[config.mk]
export PLATFORM = sky130hd
export DESIGN_NAME = socket_event_payload_extractor
export DESIGN_NICKNAME = d
export VERILOG_FILES = /design/src/design/sepe_pkg.sv /design/src/design/socket_event_payload_extractor.sv /design/src/design/sepe_parse.sv /design/src/design/sepe_out_buf.sv
export SDC_FILE = /design/constraint.sdc
export NUM_CORES = 1
export LEC_CHECK = 0
export BUFFER_PORTS_ARGS = -buffer_cell sky130_fd_sc_hd__buf_4
export CAP_MARGIN = 10
export CORE_UTILIZATION = 60
export DETAILED_ROUTE_END_ITERATION = 12
export GPL_TIMING_DRIVEN = 0
export PLACE_DENSITY = 0.87
export SETUP_SLACK_MARGIN = 0.02
export SYNTH_ARGS = -nofsm -noshare
export SYNTH_HDL_FRONTEND = slang
export SYNTH_SLANG_ARGS = --single-unit
[constraint.sdc]
create_clock -name clk -period 4.97 [get_ports clk]
set_input_delay 0.2485 -clock clk [delete_from_list [all_inputs] [get_ports clk]]
set_output_delay 0.2485 -clock clk [all_outputs]
set_load 0.01 [all_outputs]
[src/design/sepe_pkg.sv]
// Package for the socket event payload extractor.
// Holds the shared constants, types and the header/digit helper functions.
// No dependencies.
`timescale 1ns / 1ps
`default_nettype none

package sepe_pkg;

  localparam int COUNT_WIDTH = 16;
  localparam int HDR_LEN     = 18;
  localparam int HDR_CW      = 5;
  localparam int DEC_BASE    = 10;
  localparam int ADDR_W      = 3;
  localparam int DATA_W      = 32;

  localparam logic [HDR_LEN*8-1:0] EVENT_TEXT = "+EVENT:SocketDown,";

  localparam logic [7:0] CHAR_PLUS  = 8'h2B;
  localparam logic [7:0] CHAR_COMMA = 8'h2C;
  localparam logic [7:0] CHAR_ZERO  = 8'h30;

  // register index, taken from paddr[2]
  localparam logic REG_TARGET_ID = 1'b0;
  localparam logic REG_SOCK_OPEN = 1'b1;

  typedef logic [COUNT_WIDTH-1:0] count_t;
  typedef logic [HDR_CW-1:0]      hdr_cnt_t;

  typedef struct packed {
    logic       valid;
    logic [7:0] data;
    logic       last;
  } sepe_res_t;

  typedef struct packed {
    logic idle;
  } sepe_stat_t;

  function automatic logic [7:0] hdr_char(input hdr_cnt_t idx);
    logic [7:0] ch;
    ch = '0;
    for (int i = 0; i < HDR_LEN; i++) begin
      if (idx == hdr_cnt_t'(i)) begin
        ch = EVENT_TEXT[8*(HDR_LEN-1-i) +: 8];
      end
    end
    return ch;
  endfunction

  function automatic count_t fold_digit(input count_t acc, input logic [7:0] b);
    count_t prod;
    prod = acc * count_t'(DEC_BASE);
    return prod + count_t'(b) - count_t'(CHAR_ZERO);
  endfunction

endpackage

`default_nettype wire

[src/design/socket_event_payload_extractor.sv]
// Socket event payload extractor, top level.
// Path: an input byte is captured in the stage register, then parsed and loaded
// into the result register when the output slot is free. Throughput: one byte
// per cycle while the output is not stalled; set by the single parse stage.
// Reset: synchronous active-low; parser idle, config registers cleared.
`timescale 1ns / 1ps
`default_nettype none

module socket_event_payload_extractor (
  input  wire                           clk,
  input  wire                           rst_n,
  input  wire                           in_valid,
  output logic                          in_ready,
  input  wire  [7:0]                    in_rx_byte,
  output logic                          out_valid,
  input  wire                           out_ready,
  output logic [7:0]                    out_payload_byte,
  output logic                          out_payload_last,
  input  wire                           cfg_psel,
  input  wire                           cfg_penable,
  input  wire                           cfg_pwrite,
  input  wire  [sepe_pkg::ADDR_W-1:0]   cfg_paddr,
  input  wire  [sepe_pkg::DATA_W-1:0]   cfg_pwdata,
  output logic [sepe_pkg::DATA_W-1:0]   cfg_prdata,
  output logic                          cfg_pready
);
  import sepe_pkg::*;

  count_t     target_id_r;
  logic       sock_open_r;
  logic       cfg_wr;
  logic       stage_valid_r;
  logic [7:0] stage_byte_r;
  logic       advance;
  logic       slot_free;
  logic       in_xfer;
  sepe_res_t  res;
  sepe_stat_t stat;

  assign cfg_pready = 1'b1;
  assign cfg_wr     = cfg_psel && cfg_penable && cfg_pwrite && cfg_pready;

  always_ff @(posedge clk) begin
    if (!rst_n) begin
      target_id_r <= '0;
      sock_open_r <= 1'b0;
    end else if (cfg_wr) begin
      unique case (cfg_paddr[2])
        REG_TARGET_ID: target_id_r <= cfg_pwdata[COUNT_WIDTH-1:0];
        REG_SOCK_OPEN: sock_open_r <= cfg_pwdata[0];
        default: ;
      endcase
    end
  end

  always_comb begin
    unique case (cfg_paddr[2])
      REG_TARGET_ID: cfg_prdata = DATA_W'(target_id_r);
      REG_SOCK_OPEN: cfg_prdata = DATA_W'(sock_open_r);
      default:       cfg_prdata = '0;
    endcase
  end

  assign advance  = stage_valid_r && slot_free;
  assign in_ready = !stage_valid_r || advance;
  assign in_xfer  = in_valid && in_ready;

  always_ff @(posedge clk) begin
    if (!rst_n) begin
      stage_valid_r <= 1'b0;
    end else if (in_xfer) begin
      stage_valid_r <= 1'b1;
    end else if (advance) begin
      stage_valid_r <= 1'b0;
    end
  end

  always_ff @(posedge clk) begin
    if (in_xfer) begin
      stage_byte_r <= in_rx_byte;
    end
  end

  sepe_parse u_parse (
    .clk       (clk),
    .rst_n     (rst_n),
    .advance   (advance),
    .rx_byte   (stage_byte_r),
    .target_id (target_id_r),
    .sock_open (sock_open_r),
    .res       (res),
    .stat      (stat)
  );

  sepe_out_buf u_out_buf (
    .clk              (clk),
    .rst_n            (rst_n),
    .res              (res),
    .out_ready        (out_ready),
    .out_valid        (out_valid),
    .out_payload_byte (out_payload_byte),
    .out_payload_last (out_payload_last),
    .slot_free        (slot_free)
  );

`ifndef SYNTHESIS
  a_stage_hold: assert property (@(posedge clk) disable iff (!rst_n)
    stage_valid_r && !slot_free |=> stage_valid_r && $stable(stage_byte_r))
    else $error("staged byte lost while result slot blocked");

  a_last_idle: assert property (@(posedge clk) disable iff (!rst_n)
    res.valid && res.last |=> stat.idle)
    else $error("parser not idle after last payload byte");

  a_reset_idle: assert property (@(posedge clk)
    !rst_n |=> stat.idle && !out_valid)
    else $error("parser or result register not cleared by reset");
`endif

endmodule

`default_nettype wire

[src/design/sepe_parse.sv]
// Event parser: phase sequencer, header compare, id/length accumulators.
// Consumes one staged byte per advance. Depends on sepe_pkg.
`timescale 1ns / 1ps
`default_nettype none

module sepe_parse (
  input  wire                    clk,
  input  wire                    rst_n,
  input  wire                    advance,
  input  wire  [7:0]             rx_byte,
  input  wire  sepe_pkg::count_t target_id,
  input  wire                    sock_open,
  output sepe_pkg::sepe_res_t    res,
  output sepe_pkg::sepe_stat_t   stat
);
  import sepe_pkg::*;

  typedef enum logic [2:0] {
    PH_IDLE = 3'd0,
    PH_HDR  = 3'd1,
    PH_ID   = 3'd2,
    PH_LEN  = 3'd3,
    PH_PAY  = 3'd4
  } phase_t;

  phase_t   phase_r, phase_nxt;
  hdr_cnt_t hdr_cnt_r, hdr_cnt_nxt;
  logic     mismatch_r, mismatch_nxt;
  count_t   id_acc_r, id_acc_nxt;
  count_t   len_acc_r, len_acc_nxt;
  count_t   pay_cnt_r, pay_cnt_nxt;

  hdr_cnt_t hdr_inc;
  logic     mis_now;
  count_t   pay_inc;
  logic     pay_last;
  logic     fwd;

  always_comb begin
    phase_nxt    = phase_r;
    hdr_cnt_nxt  = hdr_cnt_r;
    mismatch_nxt = mismatch_r;
    id_acc_nxt   = id_acc_r;
    len_acc_nxt  = len_acc_r;
    pay_cnt_nxt  = pay_cnt_r;
    hdr_inc      = hdr_cnt_r + hdr_cnt_t'(1);
    mis_now      = mismatch_r ||
                   ((hdr_cnt_r < hdr_cnt_t'(HDR_LEN)) && (rx_byte != hdr_char(hdr_cnt_r)));
    pay_inc      = pay_cnt_r + count_t'(1);
    pay_last     = (pay_inc >= len_acc_r);
    fwd          = 1'b0;

    unique case (phase_r)
      PH_IDLE: begin
        if (rx_byte == CHAR_PLUS) begin
          phase_nxt    = PH_HDR;
          hdr_cnt_nxt  = hdr_cnt_t'(1);
          mismatch_nxt = 1'b0;
        end
      end
      PH_HDR: begin
        mismatch_nxt = mis_now;
        hdr_cnt_nxt  = hdr_inc;
        if (hdr_inc >= hdr_cnt_t'(HDR_LEN)) begin
          phase_nxt    = mis_now ? PH_IDLE : PH_ID;
          hdr_cnt_nxt  = '0;
          mismatch_nxt = 1'b0;
          id_acc_nxt   = '0;
          len_acc_nxt  = '0;
          pay_cnt_nxt  = '0;
        end
      end
      PH_ID: begin
        if (rx_byte == CHAR_COMMA) begin
          phase_nxt = PH_LEN;
        end else begin
          id_acc_nxt = fold_digit(id_acc_r, rx_byte);
        end
      end
      PH_LEN: begin
        if (rx_byte == CHAR_COMMA) begin
          phase_nxt   = PH_PAY;
          pay_cnt_nxt = '0;
        end else begin
          len_acc_nxt = fold_digit(len_acc_r, rx_byte);
        end
      end
      PH_PAY: begin
        fwd = sock_open && (id_acc_r == target_id);
        if (pay_last) begin
          phase_nxt    = PH_IDLE;
          hdr_cnt_nxt  = '0;
          mismatch_nxt = 1'b0;
          id_acc_nxt   = '0;
          len_acc_nxt  = '0;
          pay_cnt_nxt  = '0;
        end else begin
          pay_cnt_nxt = pay_inc;
        end
      end
      default: begin
        phase_nxt    = PH_IDLE;
        hdr_cnt_nxt  = '0;
        mismatch_nxt = 1'b0;
        id_acc_nxt   = '0;
        len_acc_nxt  = '0;
        pay_cnt_nxt  = '0;
      end
    endcase
  end

  assign res.valid = advance && fwd;
  assign res.data  = rx_byte;
  assign res.last  = pay_last;
  assign stat.idle = (phase_r == PH_IDLE);

  always_ff @(posedge clk) begin
    if (!rst_n) begin
      phase_r    <= PH_IDLE;
      hdr_cnt_r  <= '0;
      mismatch_r <= 1'b0;
      id_acc_r   <= '0;
      len_acc_r  <= '0;
      pay_cnt_r  <= '0;
    end else if (advance) begin
      phase_r    <= phase_nxt;
      hdr_cnt_r  <= hdr_cnt_nxt;
      mismatch_r <= mismatch_nxt;
      id_acc_r   <= id_acc_nxt;
      len_acc_r  <= len_acc_nxt;
      pay_cnt_r  <= pay_cnt_nxt;
    end
  end

endmodule

`default_nettype wire

[src/design/sepe_out_buf.sv]
// Result register for forwarded payload bytes.
// Loads a result when the slot is free; depends on sepe_pkg.
`timescale 1ns / 1ps
`default_nettype none

module sepe_out_buf (
  input  wire                 clk,
  input  wire                 rst_n,
  input  sepe_pkg::sepe_res_t res,
  input  wire                 out_ready,
  output logic                out_valid,
  output logic [7:0]          out_payload_byte,
  output logic                out_payload_last,
  output logic                slot_free
);
  import sepe_pkg::*;

  logic       valid_r;
  logic [7:0] data_r;
  logic       last_r;

  assign slot_free        = !valid_r || out_ready;
  assign out_valid        = valid_r;
  assign out_payload_byte = data_r;
  assign out_payload_last = last_r;

  always_ff @(posedge clk) begin
    if (!rst_n) begin
      valid_r <= 1'b0;
    end else if (slot_free) begin
      valid_r <= res.valid;
    end
  end

  always_ff @(posedge clk) begin
    if (slot_free && res.valid) begin
      data_r <= res.data;
      last_r <= res.last;
    end
  end

endmodule

`default_nettype wire
==> results.txt, run 1 <==
Status = finished clean
Max incr delay on CP = 0.45 ns
Crit path kind = flip-flop to flip-flop
Combinational power share = 10.1%
HP Class = primary input to flip-flop
Vias in the first global route = 7176
Tcrit/Tclk final = 84.5%
Clock buffer depth = 2
Adder-Cell Fraction of Synth Area = 17.2%
Largest net degree at the start of global routing = 19
ANT cells = 0
Net count reported at finish = 1257
Number of cells produced by synthesis = 1012
Main combinational cell family by area after synthesis = simple AND/OR/NAND/NOR gates
Post-CTS resize count = 0
Pwr dens = 182 mW/mm²
Flop pwr share = 46.9%
Initial Util = 62.2%
First-pass GRT wire length = 32.8 mm
Netlist area before placement = 0.00831 mm²
Core Rows = 42
Post-Synth XOR/XNOR Area = 7.97%
Share of total power in the clock network = 43.1%
Routed wire length = 19.8 mm
Synth Area in Simple Gates = 22.0%
Fmax achieved = 0.238 GHz
Worst Path Required = 5.21 ns
Fin. max-slew vios = 0
Global Route Usage Sum = 28.2%
Top post-synthesis cells by area = dfxtp_1 18%, ha_1 16%, edfxtp_1 6.1%
Mux cell area share after synthesis = 0.859%
Worst-path maximum fanout = 10
Synth Area in Compound Gates = 19.8%
DRT iter0 DRCs = 693
Max stage delay cell, worst path = a2111o_1
CP Capture Type = flip-flop
Post-route clock skew = 0.00916 ns
Sw Pwr = 433 µW
Critical Path AT = 4.44 ns
Count leader, synth = ha_1
Die width = 120 µm
Post-CTS setup buffer count = 0
Top delay family on crit path = compound AO/OA/AOI/OAI gates
Worst setup SP type = flip-flop
WP buf/inv = 3
Clock slew at reported path FFs = 0.07 ns
Root Driver = clkbuf_16
Share of cells above drive strength 1 = 12.2%
Ys Warns = 0
RD Place Congestion = 0.965
ANT nets after route = 0
Leakage power = 0.00422 µW
Sink Count = 93
Post-route DRC = 0
Avg Inst Size Synth = 8.21 µm²
Final setup fails = 0
Final HPWL from detailed placement = 15.5 mm
Max cap viols = 0
Endpoints failing hold = 0
I/O pin cnt = 94
Fin crit period = 4.20 ns
Crit path cell chain = ha_1 -> and3_1 -> and3_1 -> clkbuf_1 -> nand2_1 -> nor2_1 -> nand2_1 -> xnor2_1 -> ha_1 -> a2111o_1 -> a21oi_1 -> o21ai_1 -> a21boi_1 -> a21bo_2 -> and3b_1 -> clkbuf_1 -> buf_2 -> nand3b_1 -> a21boi_0
Flops & latches, synth = 93
Initial antenna violation count = 0
CTS Hold Bufs = 0
Post-synth top cells = 108 x ha_1, 105 x nand2_1, 80 x inv_1, 76 x dfxtp_1, 55 x nand3_1
CTS tree = done
Via Count = 7509
Power Internal = 1260 µW
Register area share after synthesis = 24.5%
Gr ovfl total = 0
Async S/R FF share, synth = 0%
Slew headroom = 44.3%
Yosys top cell area share = 18.3%
Via density = 5.88
H-tree Lvls = 3
CORE AREA = 0.0133 mm²
Port bufs = 56
Hold WS = 0.0651 ns
Top cell type by total area after synthesis = dfxtp_1
Worst skew pair latency = 0.35 ns
Setup TNS = 0 ns
Num CTS Buffers = 9
Wire length per cell = 15.5 µm
Area Growth Syn to Fin = 12.4%
TritonRoute pass-1 iters = 6
Net Sw Frac = 25.5%
Die height = 120 µm
Die ar. = 0.0143 mm²
Actual slew at the worst max-slew pin = 0.828 ns
Post-synth EDFFs = 17
Max VDD drop = 0.000185 V
Library cells used by synthesis = 89
Top_reg_cell synth = dfxtp_1
RSZ-0062 raised after global routing = false
through the flow:
step,total power [µW],setup slack (ns),cell area (µm²),utilization [%],cells
after floorplan,922,1.37,8360,-,1027
final,1690,0.768,9330,69.9,1276
after detailed placement,978,0.871,9020,67.5,1260
after global routing,1750,0.483,9330,69.9,1276
after CTS,1700,0.810,9330,69.9,1276
after global placement,974,0.946,9000,67.4,1259
kinds of logic (layout without fill, tap and decap cells):
group / after synthesis / in the layout
DFF: 93 / 93
buffers and inverters: 140 / 213
AOI/OAI and AO/OA: 234 / 234
adders and majority gates: 112 / 112
other: 2 / 17
xor gates and xnor gates: 74 / 74
muxes: 7 / 7
and+or+nand+nor: 350 / 350
sequential cells by signal (all words and copies together) (netlist names):
register / count
sock_open_r: 1
stage_byte_r: 8
stage_valid_r: 1
target_id_r: 16
u_out_buf.out_payload_byte: 8
u_out_buf.out_payload_last: 1
u_out_buf.out_valid: 1
u_parse.hdr_cnt_r: 5
u_parse.id_acc_r: 16
u_parse.len_acc_r: 16
u_parse.mismatch_r: 1
u_parse.pay_cnt_r: 16
u_parse.phase_r: 3
layout by cell type (no fill, tap or decap), types with 37 or more instances in the layout:
cell,count
a21oi_1,40
buf_4,76
dfxtp_1,76
ha_1,108
inv_1,80
nand2_1,105
nand3_1,55
nor2_1,41
nor2b_1,37
xnor2_1,45
cell type report:
type / instances / area, µm²
well taps: 176 / 220
clock buffers: 9 / 225
clock inverters: 7 / 92.6
repair buffers: 57 / 428
inverters: 80 / 300
fillers: 1079 / 4010
plain buffers: 60 / 334
multi-input cells: 794 / 5700
flip-flops and latches: 93 / 2030
path summary, 6_finish.rpt:
check | from | cells after the start | end | slack [ns]
setup / recovery | u_parse.pay_cnt_r[0] | 19 | u_parse.id_acc_r[3] | 0.77
hold / removal | in_rx_byte[2] | 1 | stage_byte_r[2] | 0.07
setup reg to reg | u_parse.pay_cnt_r[0] | 19 | u_parse.id_acc_r[3] | 0.77
hold reg to reg | u_parse.len_acc_r[15] | 2 | u_parse.len_acc_r[15] | 0.47
layer usage:
layer / up-vias / global-route usage, % / wire, µm
met5: - / 0 / 0
met4: 0 / 10.7 / 582
met2: 274 / 47.8 / 9240
met3: 52 / 4.61 / 1350
li1: 3723 / - / -
met1: 3460 / 35.8 / 8630
power by group through the flow:
stage / Clock [µW] / Combinational [µW] / Sequential, µW
6_report: 730 / 171 / 794
5_1_grt: 772 / 188 / 794
4_1_cts: 735 / 169 / 793
3_5_place_dp: 0 / 168 / 810
3_3_place_gp: 0 / 164 / 810
2_1_floorplan: 0 / 121 / 801
Note: power is estimated with default switching activity, not from simulation.
==> run 2, diff against run 1 <==
--- a/config.mk
+++ b/config.mk
@@ -7,10 +7,10 @@
 export LEC_CHECK = 0
 export BUFFER_PORTS_ARGS = -buffer_cell sky130_fd_sc_hd__buf_4
 export CAP_MARGIN = 10
-export CORE_UTILIZATION = 60
+export CORE_UTILIZATION = 55
 export DETAILED_ROUTE_END_ITERATION = 12
 export GPL_TIMING_DRIVEN = 0
-export PLACE_DENSITY = 0.87
+export PLACE_DENSITY = 0.84
 export SETUP_SLACK_MARGIN = 0.02
 export SYNTH_ARGS = -nofsm -noshare
 export SYNTH_HDL_FRONTEND = slang
==> constraint.sdc (replaced) <==
create_clock -name clk -period 3.6 [get_ports clk]
set_input_delay 0.18 -clock clk [delete_from_list [all_inputs] [get_ports clk]]
set_output_delay 0.18 -clock clk [all_outputs]
set_load 0.01 [all_outputs]
==> run 2 against run 1 <==
The flow now finishes with violations (negative setup slack). Fmax rose by 15%. Clock skew hardly changed. Critical path depth unchanged. Highest routed layer unchanged. Critical endpoint is now u_parse.id_acc_r[15]. Largest cell class unchanged. Sequential cell count did not move. Count of clock-buffer cells in the layout increased by 2. Global-route usage fell by 0.77 points. Largest power group unchanged. Sequential share of layout area down 1.9 points. First-iteration DRC count is 1.6% higher.
==> results.txt, run 2 (synthesis gave the netlist of run 1 again) <==
Status = complete, but fails checks
Failing checks = negative setup slack
Critical Path AT = 3.94 ns (-0.50 ns)
Initial antenna violation count = 0 (unchanged)
Die height = 125 µm (+4.4%)
Top Metal Used = met4
Post-route clock skew = 0.00917 ns (+0.00000528 ns)
Share of cells above drive strength 1 = 23.8% (+12 points)
Leakage power = 0.00461 µW (+9.3%)
Largest net degree at the start of global routing = 17 (-2)
Power Total = 2390 µW (+41%)
Tcrit/Tclk final = 101% (+17 points)
Worst-path maximum fanout = 4 (-6)
Worst skew pair latency = 0.36 ns (about the same)
Die ar. = 0.0156 mm² (+8.9%)
CTS tree = done
Routed wire length = 22.8 mm (+15%)
Port bufs = 56 (unchanged)
Fin. max-slew vios = 0 (unchanged)
Commonest non-fill, non-tap cell in the layout = buf_4
Clock buffer depth = 2 (unchanged)
Slew headroom = 46.1% (+1.8 points)
Die width = 125 µm (+4.4%)
Final setup fails = 1 (+1)
Pwr dens = 230 mW/mm² (+27%)
Initial Util = 56.7% (-5.5 points)
Max VDD drop = 0.000301 V (+63%)
Via Count = 7882 (+5.0%)
Num CTS Buffers = 9 (unchanged)
Actual slew at the worst max-slew pin = 0.801 ns (-0.0267 ns)
Vias in the first global route = 7436 (+3.6%)
Via density = 5.90 (+0.33%)
Wire length on met2 = 11.2 mm (+21%)
Worst Path Required = 3.89 ns (-1.32 ns)
H-tree Lvls = 3 (unchanged)
Sink Count = 93 (unchanged)
Wire length per cell = 17.1 µm (+10%)
Endpoints failing hold = 0 (unchanged)
Met3 WL = 1.59 mm (+17%)
CORE AREA = 0.0146 mm² (+9.7%)
Met1 Wirelength = 9.31 mm (+8.0%)
TritonRoute pass-1 iters = 7 (+1)
ANT cells = 0 (unchanged)
CP Capture Type = flip-flop
RD Place Congestion = 0.939 (-2.8%)
Fin crit period = 3.65 ns (-0.554 ns)
RSZ-0062 raised after global routing = true
Net count reported at finish = 1308 (+4.1%)
Gr ovfl total = 0 (unchanged)
Area Growth Syn to Fin = 25.3%
Setup ws final = -0.0476 ns (-0.816 ns)
Worst setup SP type = flip-flop
Setup TNS = -0.0476 ns (-0.0476 ns)
Post-route DRC = 0 (unchanged)
First-pass GRT wire length = 34.8 mm (+6.2%)
Crit path kind = flip-flop to flip-flop
ANT nets after route = 0 (unchanged)
Final HPWL from detailed placement = 15.8 mm (+1.8%)
I/O pin cnt = 94 (unchanged)
Core Rows = 44 (+4.8%)
Max cap viols = 0 (unchanged)
Root Driver = clkbuf_16
HP Class = primary input to flip-flop
Global Route Usage Sum = 27.4% (-0.77 points)
Most frequent cells in the layout = 114 x buf_4, 102 x nand2_1, 92 x ha_1, 77 x inv_1, 62 x dfxtp_1
Fmax achieved = 0.274 GHz (+15%)
Clock slew at reported path FFs = 0.07 ns (about the same)
DRT iter0 DRCs = 704 (+1.6%)
[run 2: cell types whose count changed in the layout (fill, tap and decap cells not counted), sizes merged]
cell	change
buf	+45
dlygate4sd3	+8
clkinv	-2
[run 2: area by class of cell]
cell class	count	area, µm²
multi-input combinational	794	6240
fill	1070	4240
sequential	93	2070
timing repair buffer	111	880
buffer	57	367
inverter	80	300
clock buffer	11	258
tap	184	230
clock inverter	5	62.6
[run 2: worst max-delay path, cell delays in order, from the launching register on]
cell and delay [ns]:
dfxtp_4 0.36, ha_4 0.25, ha_4 0.17, buf_4 0.12
buf_4 0.12, a21oi_2 0.18, inv_1 0.09, a21oi_2 0.16
xor2_1 0.10, ha_1 0.28, inv_1 0.06, ha_4 0.28
o21ai_0 0.09, a21boi_2 0.16, nand3_1 0.12, o211ai_1 0.31
a41oi_2 0.17, xnor3_1 0.30, nand3_1 0.10, a21boi_1 0.16
[run 2: repair_timing]
item / in CTS / in global routing
hold buffers: 7 / 1
setup buffers: 19 / 24
gates resized for setup: 61 / 96
pin swaps: 22 / 53
cloned: 0 / 3
hold endpoints to repair: 7 / 1
endpoints found under the setup margin: 57 / 53
[run 2: final timing paths]
check	from	to	slack [ns]	cells past startpoint
setup / recovery	u_parse.id_acc_r[3]	u_parse.id_acc_r[15]	-0.05	19
hold / removal	cfg_pwdata[2]	target_id_r[2]	0.08	3
setup reg to reg	u_parse.id_acc_r[3]	u_parse.id_acc_r[15]	-0.05	19
hold reg to reg	u_parse.id_acc_r[15]	u_parse.id_acc_r[15]	0.47	2
[run 2: routing by layer]
| metal | vias to the layer above | global-route usage, % |
|---|---|---|
| met1 | 3668 | 33.0 |
| met2 | 322 | 48.0 |
| li1 | 3829 | - |
| met5 | - | 0 |
| met3 | 63 | 5.84 |
| met4 | 0 | 10.0 |
[run 2: metrics by stage]
| step | cell area (µm²) | utilization (%) | worst slack [ns] | hold slack, ns | cells |
|---|---|---|---|---|---|
| after CTS | 9770 | 66.7 | 0.00859 | 0.00155 | 1309 |
| after floorplan | 8360 | - | 0.0518 | 0.279 | 1027 |
| final | 10400 | 71.1 | -0.0476 | 0.0753 | 1335 |
| after global placement | 9010 | 61.6 | -0.353 | 0.359 | 1267 |
| after global routing | 10400 | 71.1 | -0.203 | 0.0823 | 1335 |
| after detailed placement | 9030 | 61.6 | -0.527 | 0.359 | 1268 |
[run 2: power breakdown]
group	internal, µW	switching, µW	leakage (µW)
registers	1070	25.8	0.000778
logic	133	136	0.00367
clock network	595	435	0.000160
